===== src/design/sat_pkg.sv =====
// Package of the SAT collision unit: payload types, control structs, constants.
package sat_pkg;

    localparam int SAT_COORD_BITS   = 24;
    localparam int SAT_MAX_VERTICES = 16;
    localparam int SAT_NORM_BITS    = 16;
    localparam int SAT_SQRT_STEPS   = 21;
    localparam int SAT_DIV_STEPS    = 36;
    localparam int SAT_DRAIN        = 2;
    localparam int SAT_STEP_BITS    = 6;

    typedef struct packed {
        logic                             which_polygon;
        logic signed [SAT_COORD_BITS-1:0] vertex_x;
        logic signed [SAT_COORD_BITS-1:0] vertex_y;
        logic                             last_vertex;
    } sat_in_t;

    typedef struct packed {
        logic                             collides;
        logic signed [SAT_COORD_BITS-1:0] push_x;
        logic signed [SAT_COORD_BITS-1:0] push_y;
    } sat_out_t;

    typedef struct packed {
        logic signed [SAT_COORD_BITS-1:0] x;
        logic signed [SAT_COORD_BITS-1:0] y;
    } sat_vtx_t;

    typedef struct packed {
        logic load;
        logic test_clear;
        logic pass_init;
        logic pass_b;
        logic edge_rd1;
        logic edge_rd2;
        logic edge_load;
        logic norm_step;
        logic zero_normal;
        logic square;
        logic sqrt_init;
        logic sqrt_step;
        logic div_init;
        logic div_step;
        logic div_done;
        logic proj_start;
        logic proj_rd;
        logic check;
        logic save_pass;
        logic push_sel;
        logic push_lo;
        logic push_hi;
        logic push_round;
        logic push_comp;
        logic out_fire;
        logic out_apart;
    } sat_cmd_t;

    typedef struct packed {
        logic a_empty;
        logic edge_zero;
        logic norm_ok;
        logic proj_last;
        logic separated;
        logic edge_last;
    } sat_stat_t;

endpackage


===== src/design/sat_ctrl.sv =====
// Sequencer of the SAT collision unit: walks edges, passes and push steps.
module sat_ctrl (
    input  logic             clk,
    input  logic             rst_n,
    input  logic             start,
    input  logic             which_polygon,
    input  logic             last_vertex,
    input  sat_pkg::sat_stat_t stat,
    output sat_pkg::sat_cmd_t  cmd,
    output logic             busy
);
    import sat_pkg::*;

    typedef enum logic [4:0] {
        S_IDLE, S_TEST, S_RD1, S_RD2, S_EDGE, S_NORM, S_SQ, S_SQI, S_SQRT,
        S_DIVI, S_DIV, S_NRM, S_PROJ0, S_PROJ, S_DRAIN, S_CHECK, S_PASSB,
        S_SEL, S_MLO, S_MHI, S_RND, S_OUT, S_APART
    } state_t;

    state_t                   state_reg, state_next;
    logic                     pass_reg, pass_next;
    logic                     comp_reg, comp_next;
    logic [SAT_STEP_BITS-1:0] cnt_reg, cnt_next;

    assign busy = (state_reg != S_IDLE);

    always_comb
    begin
        cmd           = '0;
        cmd.pass_b    = pass_reg;
        cmd.push_comp = comp_reg;
        state_next    = state_reg;
        pass_next     = pass_reg;
        comp_next     = comp_reg;
        cnt_next      = cnt_reg;
        case (state_reg)
            S_IDLE:
            begin
                if (start)
                begin
                    cmd.load = 1'b1;
                    if (which_polygon && last_vertex)
                        state_next = S_TEST;
                end
            end
            S_TEST:
            begin
                if (stat.a_empty)
                    state_next = S_APART;
                else
                begin
                    cmd.pass_init = 1'b1;
                    pass_next     = 1'b0;
                    state_next    = S_RD1;
                end
            end
            S_RD1:
            begin
                cmd.edge_rd1 = 1'b1;
                state_next   = S_RD2;
            end
            S_RD2:
            begin
                cmd.edge_rd2 = 1'b1;
                state_next   = S_EDGE;
            end
            S_EDGE:
            begin
                cmd.edge_load = 1'b1;
                state_next    = S_NORM;
            end
            S_NORM:
            begin
                if (stat.edge_zero)
                begin
                    cmd.zero_normal = 1'b1;
                    state_next      = S_PROJ0;
                end
                else if (stat.norm_ok)
                    state_next = S_SQ;
                else
                    cmd.norm_step = 1'b1;
            end
            S_SQ:
            begin
                cmd.square = 1'b1;
                state_next = S_SQI;
            end
            S_SQI:
            begin
                cmd.sqrt_init = 1'b1;
                cnt_next      = '0;
                state_next    = S_SQRT;
            end
            S_SQRT:
            begin
                cmd.sqrt_step = 1'b1;
                if (cnt_reg == SAT_STEP_BITS'(SAT_SQRT_STEPS - 1))
                    state_next = S_DIVI;
                else
                    cnt_next = cnt_reg + 1'b1;
            end
            S_DIVI:
            begin
                cmd.div_init = 1'b1;
                cnt_next     = '0;
                state_next   = S_DIV;
            end
            S_DIV:
            begin
                cmd.div_step = 1'b1;
                if (cnt_reg == SAT_STEP_BITS'(SAT_DIV_STEPS - 1))
                    state_next = S_NRM;
                else
                    cnt_next = cnt_reg + 1'b1;
            end
            S_NRM:
            begin
                cmd.div_done = 1'b1;
                state_next   = S_PROJ0;
            end
            S_PROJ0:
            begin
                cmd.proj_start = 1'b1;
                state_next     = S_PROJ;
            end
            S_PROJ:
            begin
                cmd.proj_rd = 1'b1;
                if (stat.proj_last)
                begin
                    cnt_next   = '0;
                    state_next = S_DRAIN;
                end
            end
            S_DRAIN:
            begin
                if (cnt_reg == SAT_STEP_BITS'(SAT_DRAIN - 1))
                    state_next = S_CHECK;
                else
                    cnt_next = cnt_reg + 1'b1;
            end
            S_CHECK:
            begin
                if (stat.separated)
                    state_next = S_APART;
                else
                begin
                    cmd.check = 1'b1;
                    if (!stat.edge_last)
                        state_next = S_RD1;
                    else if (!pass_reg)
                        state_next = S_PASSB;
                    else
                        state_next = S_SEL;
                end
            end
            S_PASSB:
            begin
                cmd.save_pass = 1'b1;
                cmd.pass_init = 1'b1;
                pass_next     = 1'b1;
                state_next    = S_RD1;
            end
            S_SEL:
            begin
                cmd.push_sel = 1'b1;
                comp_next    = 1'b0;
                state_next   = S_MLO;
            end
            S_MLO:
            begin
                cmd.push_lo = 1'b1;
                state_next  = S_MHI;
            end
            S_MHI:
            begin
                cmd.push_hi = 1'b1;
                state_next  = S_RND;
            end
            S_RND:
            begin
                cmd.push_round = 1'b1;
                if (comp_reg)
                    state_next = S_OUT;
                else
                begin
                    comp_next  = 1'b1;
                    state_next = S_MLO;
                end
            end
            S_OUT:
            begin
                cmd.out_fire   = 1'b1;
                cmd.test_clear = 1'b1;
                state_next     = S_IDLE;
            end
            S_APART:
            begin
                cmd.out_fire   = 1'b1;
                cmd.out_apart  = 1'b1;
                cmd.test_clear = 1'b1;
                state_next     = S_IDLE;
            end
            default:
            begin
                state_next = S_IDLE;
            end
        endcase
    end

    always_ff @(posedge clk or negedge rst_n)
    begin
        if (!rst_n)
        begin
            state_reg <= S_IDLE;
            pass_reg  <= 1'b0;
            comp_reg  <= 1'b0;
            cnt_reg   <= '0;
        end
        else
        begin
            state_reg <= state_next;
            pass_reg  <= pass_next;
            comp_reg  <= comp_next;
            cnt_reg   <= cnt_next;
        end
    end

endmodule


===== config.mk =====
export PLATFORM = sky130hd
export DESIGN_NAME = sat_ctrl
export DESIGN_NICKNAME = d
export VERILOG_FILES = /design/src/design/sat_pkg.sv /design/src/design/sat_ctrl.sv
export SDC_FILE = /design/constraint.sdc
export NUM_CORES = 1
export LEC_CHECK = 0
export ABC_AREA = 1
export BUFFER_PORTS_ARGS = -buffer_cell sky130_fd_sc_hd__clkbuf_2
export CAP_MARGIN = 20
export CORE_MARGIN = 2
export CORE_UTILIZATION = 43
export CTS_BUF_LIST = sky130_fd_sc_hd__clkbuf_8
export CTS_CLUSTER_DIAMETER = 120
export CTS_CLUSTER_SIZE = 24
export DETAILED_ROUTE_END_ITERATION = 7
export GPL_ROUTABILITY_DRIVEN = 0
export PLACE_DENSITY = 0.67
export SYNTH_ARGS = -nofsm -noshare
export SYNTH_HDL_FRONTEND = slang
export SYNTH_SLANG_ARGS = --single-unit

===== constraint.sdc =====
create_clock -name clk -period 1.65 [get_ports clk]
set_input_delay 0.2475 -clock clk [delete_from_list [all_inputs] [get_ports clk]]
set_output_delay 0.2475 -clock clk [all_outputs]
set_load 0.01 [all_outputs]

# Word level (Yosys, flattened, before mapping)
# Cells that the tools add are included.
# W data, S select, Z words.
# totals
reg_bits	13
out_inout_bits	27
# op_classes
n_reduce_logical	11
mux	50
n_eq_ne	36
addsub	1
# op_table
operator	count
$pmux W5 S21	1
$mux W5	11
$eq A5 B4 Y1 const B	8
$eq A5 B5 Y1 const B	7
$pmux W6 S5	1
$mux W1	28
$mux W6	4
$eq A5 B3 Y1 const B	4
$ne A2 B2 Y1 const B	10
$eq A5 B2 Y1 const B	2
$reduce_bool A5 Y1	2
$reduce_and A7 Y1	1
$add A6 B1 Y6 const B	1
$eq A6 B1 Y1 const B	1
$eq A6 B5 Y1 const B	1
$eq A6 B6 Y1 const B	1
$pmux W1 S2	3
$eq A5 B1 Y1 const B	1
$logic_not A5 Y1	1
$reduce_and A5 Y1	1
$reduce_bool A2 Y1	2
$reduce_or A2 Y1	2
$mux W3	1
$ne A3 B3 Y1 const B	1
3 further kinds	3

# Longest topological paths before layout
# logic_depth
depth_word	4
ltp_mapped	11
mapped_depth_nobuf	11

# Worst setup path after synthesis
# OpenSTA, ideal clock, no wires.
# synth_path
kind	reg-to-output
from	register state_reg[2]
to	output port cmd[24] (netlist bit)
required_time_ns	1.402
n_path_buf	1
slack_ns	0.241
arrival_time_ns	1.161
stages_incl_launch_ff	6
path_cell_list	dfrtp_1 > inv_2 > nor2_2 > nand2_1 > a21oi_1 > buf_4
# synth_lines
item	line_no	source
start: declaration	sat_ctrl.sv:20	state_t state_reg, state_next;
start signal: assignment	sat_ctrl.sv:223	state_reg <= state_next;
end: declaration	sat_ctrl.sv:9	output sat_pkg::sat_cmd_t cmd,

==> summary.txt <==
R2R setup slack - 0.14 ns
Clock Latency Late Sink - 0.25 ns
final setup violation count - 1
max incr delay on CP - 0.45 ns
design area - 0.00184 mm²
worst r2r src - state_reg[3]
mapped cell area - 0.00143 mm²
CP Cell Sequence - nor2_4, nand3_1, o21ai_1, clkbuf_2
Die Y - 61.6 µm
unrepaired setup endpoints after global routing - yes
Placeable Area - 0.00310 mm²
Hold EP - pass_reg
EDFF count, synth - 0
hold path cells - 3
I/O pin cnt - 38
PD cells - 1610 mW/mm²
num rows - 20
critical path endpoint category - output port
max_slew headroom - 0.766
most instantiated library cell after synthesis - nand2_1
Post-route DRC - 0
Longest Clk Path Bufs - 2
CTS tree - built
Post-synth top flop - dfrtp_1
Max-Cap Viols - 0
Slew Limit Fails - 0
first-pass GRT wire length - 5970 µm
Worst Clk Skew - 0.00128 ns
crit start category - flip-flop
Num CTS Buffers - 3
post-route ant nets - 0
top cells by count, synth - nand2_1, nor2_1, inv_1
Mapped Nets - 236
antenna violations before repair - 0
clk root buf - clkbuf_8
sequential fraction of the synthesis area - 0.228
CP max FO - 10
Req. time, crit path - 1.40 ns
Worst-path clk slew - 0.06 ns
worst vdd ir - 0.836 mV
Initial DRC Count - 56
fin worst setup slack - -0.0134 ns
All-Layer GR Usage - 0.209
placed inst area - 0.00165 mm²
Routed WL - 3700 µm
area of the die - 0.00380 mm²
Post-Synthesis Cells - 222
fin crit period - 1.66 ns
via count of the first global-routing pass - 1323
Yosys cell types - 25
Clock Sinks - 13
Max Clk Rate - 0.601 GHz
Area contributors post-synth - dfrtp_1, nand2_1, nand3_1, nor2_1, inv_1
Leakage - 1.16 nW
vias - 1548
Hold Crit Class - in -> reg
hold slack - 0.286 ns
Hold Startpoint - stat[5]
starting density of the core - 0.460
Diodes inserted - 0
port bufs - 37
fin nets - 287
Register-to-Register Path Depth - 10
drt wl/cell - 11.7 µm
Avg Vias per Cell - 4.90
failing checks - negative setup slack
Async S/R FF share, synth - 1.00
r2r endpoint - cnt_reg[2]
Worst Tran Pin Value - 0.351 ns
Yosys warnings - 0
share of the synthesized area in the top cell type - 0.228
Yosys reg bits - 13
filler instances - 332
DR pass1 iterations - 5
Die W - 61.6 µm
CP startpoint - state_reg[2]
Final HPWL DP - 2910 µm
status - finished, violations left
Synth Area per Inst - 6.43 µm²
area delta synth->final - 29.1%
Tcrit/Tclk final - 1.01
share of layout cells above drive strength 1 - 0.360
cell taking the most area after synthesis - dfrtp_1
pin count of the biggest net entering global routing - 14
max reg flops - 6
H-Tree Depth - 1
grt total ovfl - 0
Critical Path AT - 1.42 ns
Critical-path top delay cell - dfrtp_2
final hold viol count - 0
worst setup path category - reg -> out
power breakdown:
group / switching (mW) / total [mW] / internal, mW
Sequential: 0.189 / 0.649 / 0.460
Combinational: 1.23 / 2.03 / 0.792
Clock: 0.126 / 0.294 / 0.167
stage by stage:
stage	power, mW	worst slack [ns]	setup TNS [ns]	utilization	std cells
6_report	2.97	-0.0134	-0.0134	0.594	316
5_1_grt	3.24	-0.0617	-0.186	0.594	316
4_1_cts	2.80	0.00107	0	0.565	309
3_5_place_dp	2.35	0.0565	0	0.531	301
3_3_place_gp	2.34	0.106	0	0.531	301
2_1_floorplan	1.93	0.241	0	-	222
layer usage:
layer  routed length, µm  track usage  vias up
li1                    -            -      796
met1                1620        0.300      693
met2                1810        0.340       55
met3                 245       0.0315        4
met4                  27       0.0274        0
met5                   0            0        -
area by class of cell:
class / instances / area (µm²) / share of cell area
Multi-Input combinational cell: 162 / 925 / 0.502
Inverter: 41 / 163 / 0.0883
Timing Repair Buffer: 52 / 323 / 0.175
Clock inverter: 1 / 5.00 / 0.00272
Tap cell: 44 / 55.1 / 0.0299
Clock buffer: 3 / 41.3 / 0.0224
Sequential cell: 13 / 332 / 0.180
layout by cell type, fill, tap and decap left out, types with 3 or more instances in the layout:
master / instances
nor2_4: 7
nand2_2: 6
nand3_1: 26
nand2_1: 55
nor2_1: 30
nand3_4: 3
clkbuf_2: 36
buf_4: 12
dfrtp_1: 8
inv_1: 30
clkbuf_8: 3
inv_2: 8
nand2_4: 5
ha_1: 3
o21ai_0: 3
nand4_1: 7
dfrtp_2: 5
nor3_1: 4
worst max path at each step:
stage	endpoint	slack, ns	cells after the start
after floorplan	cmd[24]	0.24	5
after global placement	cmd[17]	0.11	6
after detailed placement	cmd[17]	0.06	6
after CTS	cmd[10]	0.001	4
after global routing	cmd[23]	-0.06	4
final	cmd[23]	-0.01	4
repair_timing:
item                                    in CTS  in global routing
endpoints found under the hold margin       13                  0
gates resized for setup                      9                 12
hold buffers                                 1                  0
setup buffers                                3                  7
pin swaps                                    1                  2
endpoints found under the setup margin      17                 18
kinds of logic after synthesis:
group,Yosys count,share of synthesized area
and+or+nand+nor,150,0.563
buffers and inverters,47,0.144
DFF,13,0.228
AOI/OAI and AO/OA,8,0.0333
adders and majority gates,3,0.0263
xor gates and xnor gates,1,0.00614
worst max-delay path: cells and delay by family (launching register included):
kind	cells	cell delay, ns
AOI/OAI and AO/OA	1	0.13
buffers and inverters	1	0.15
DFF	1	0.45
and+or+nand+nor	2	0.44
(Power assumes the default switching activity.)
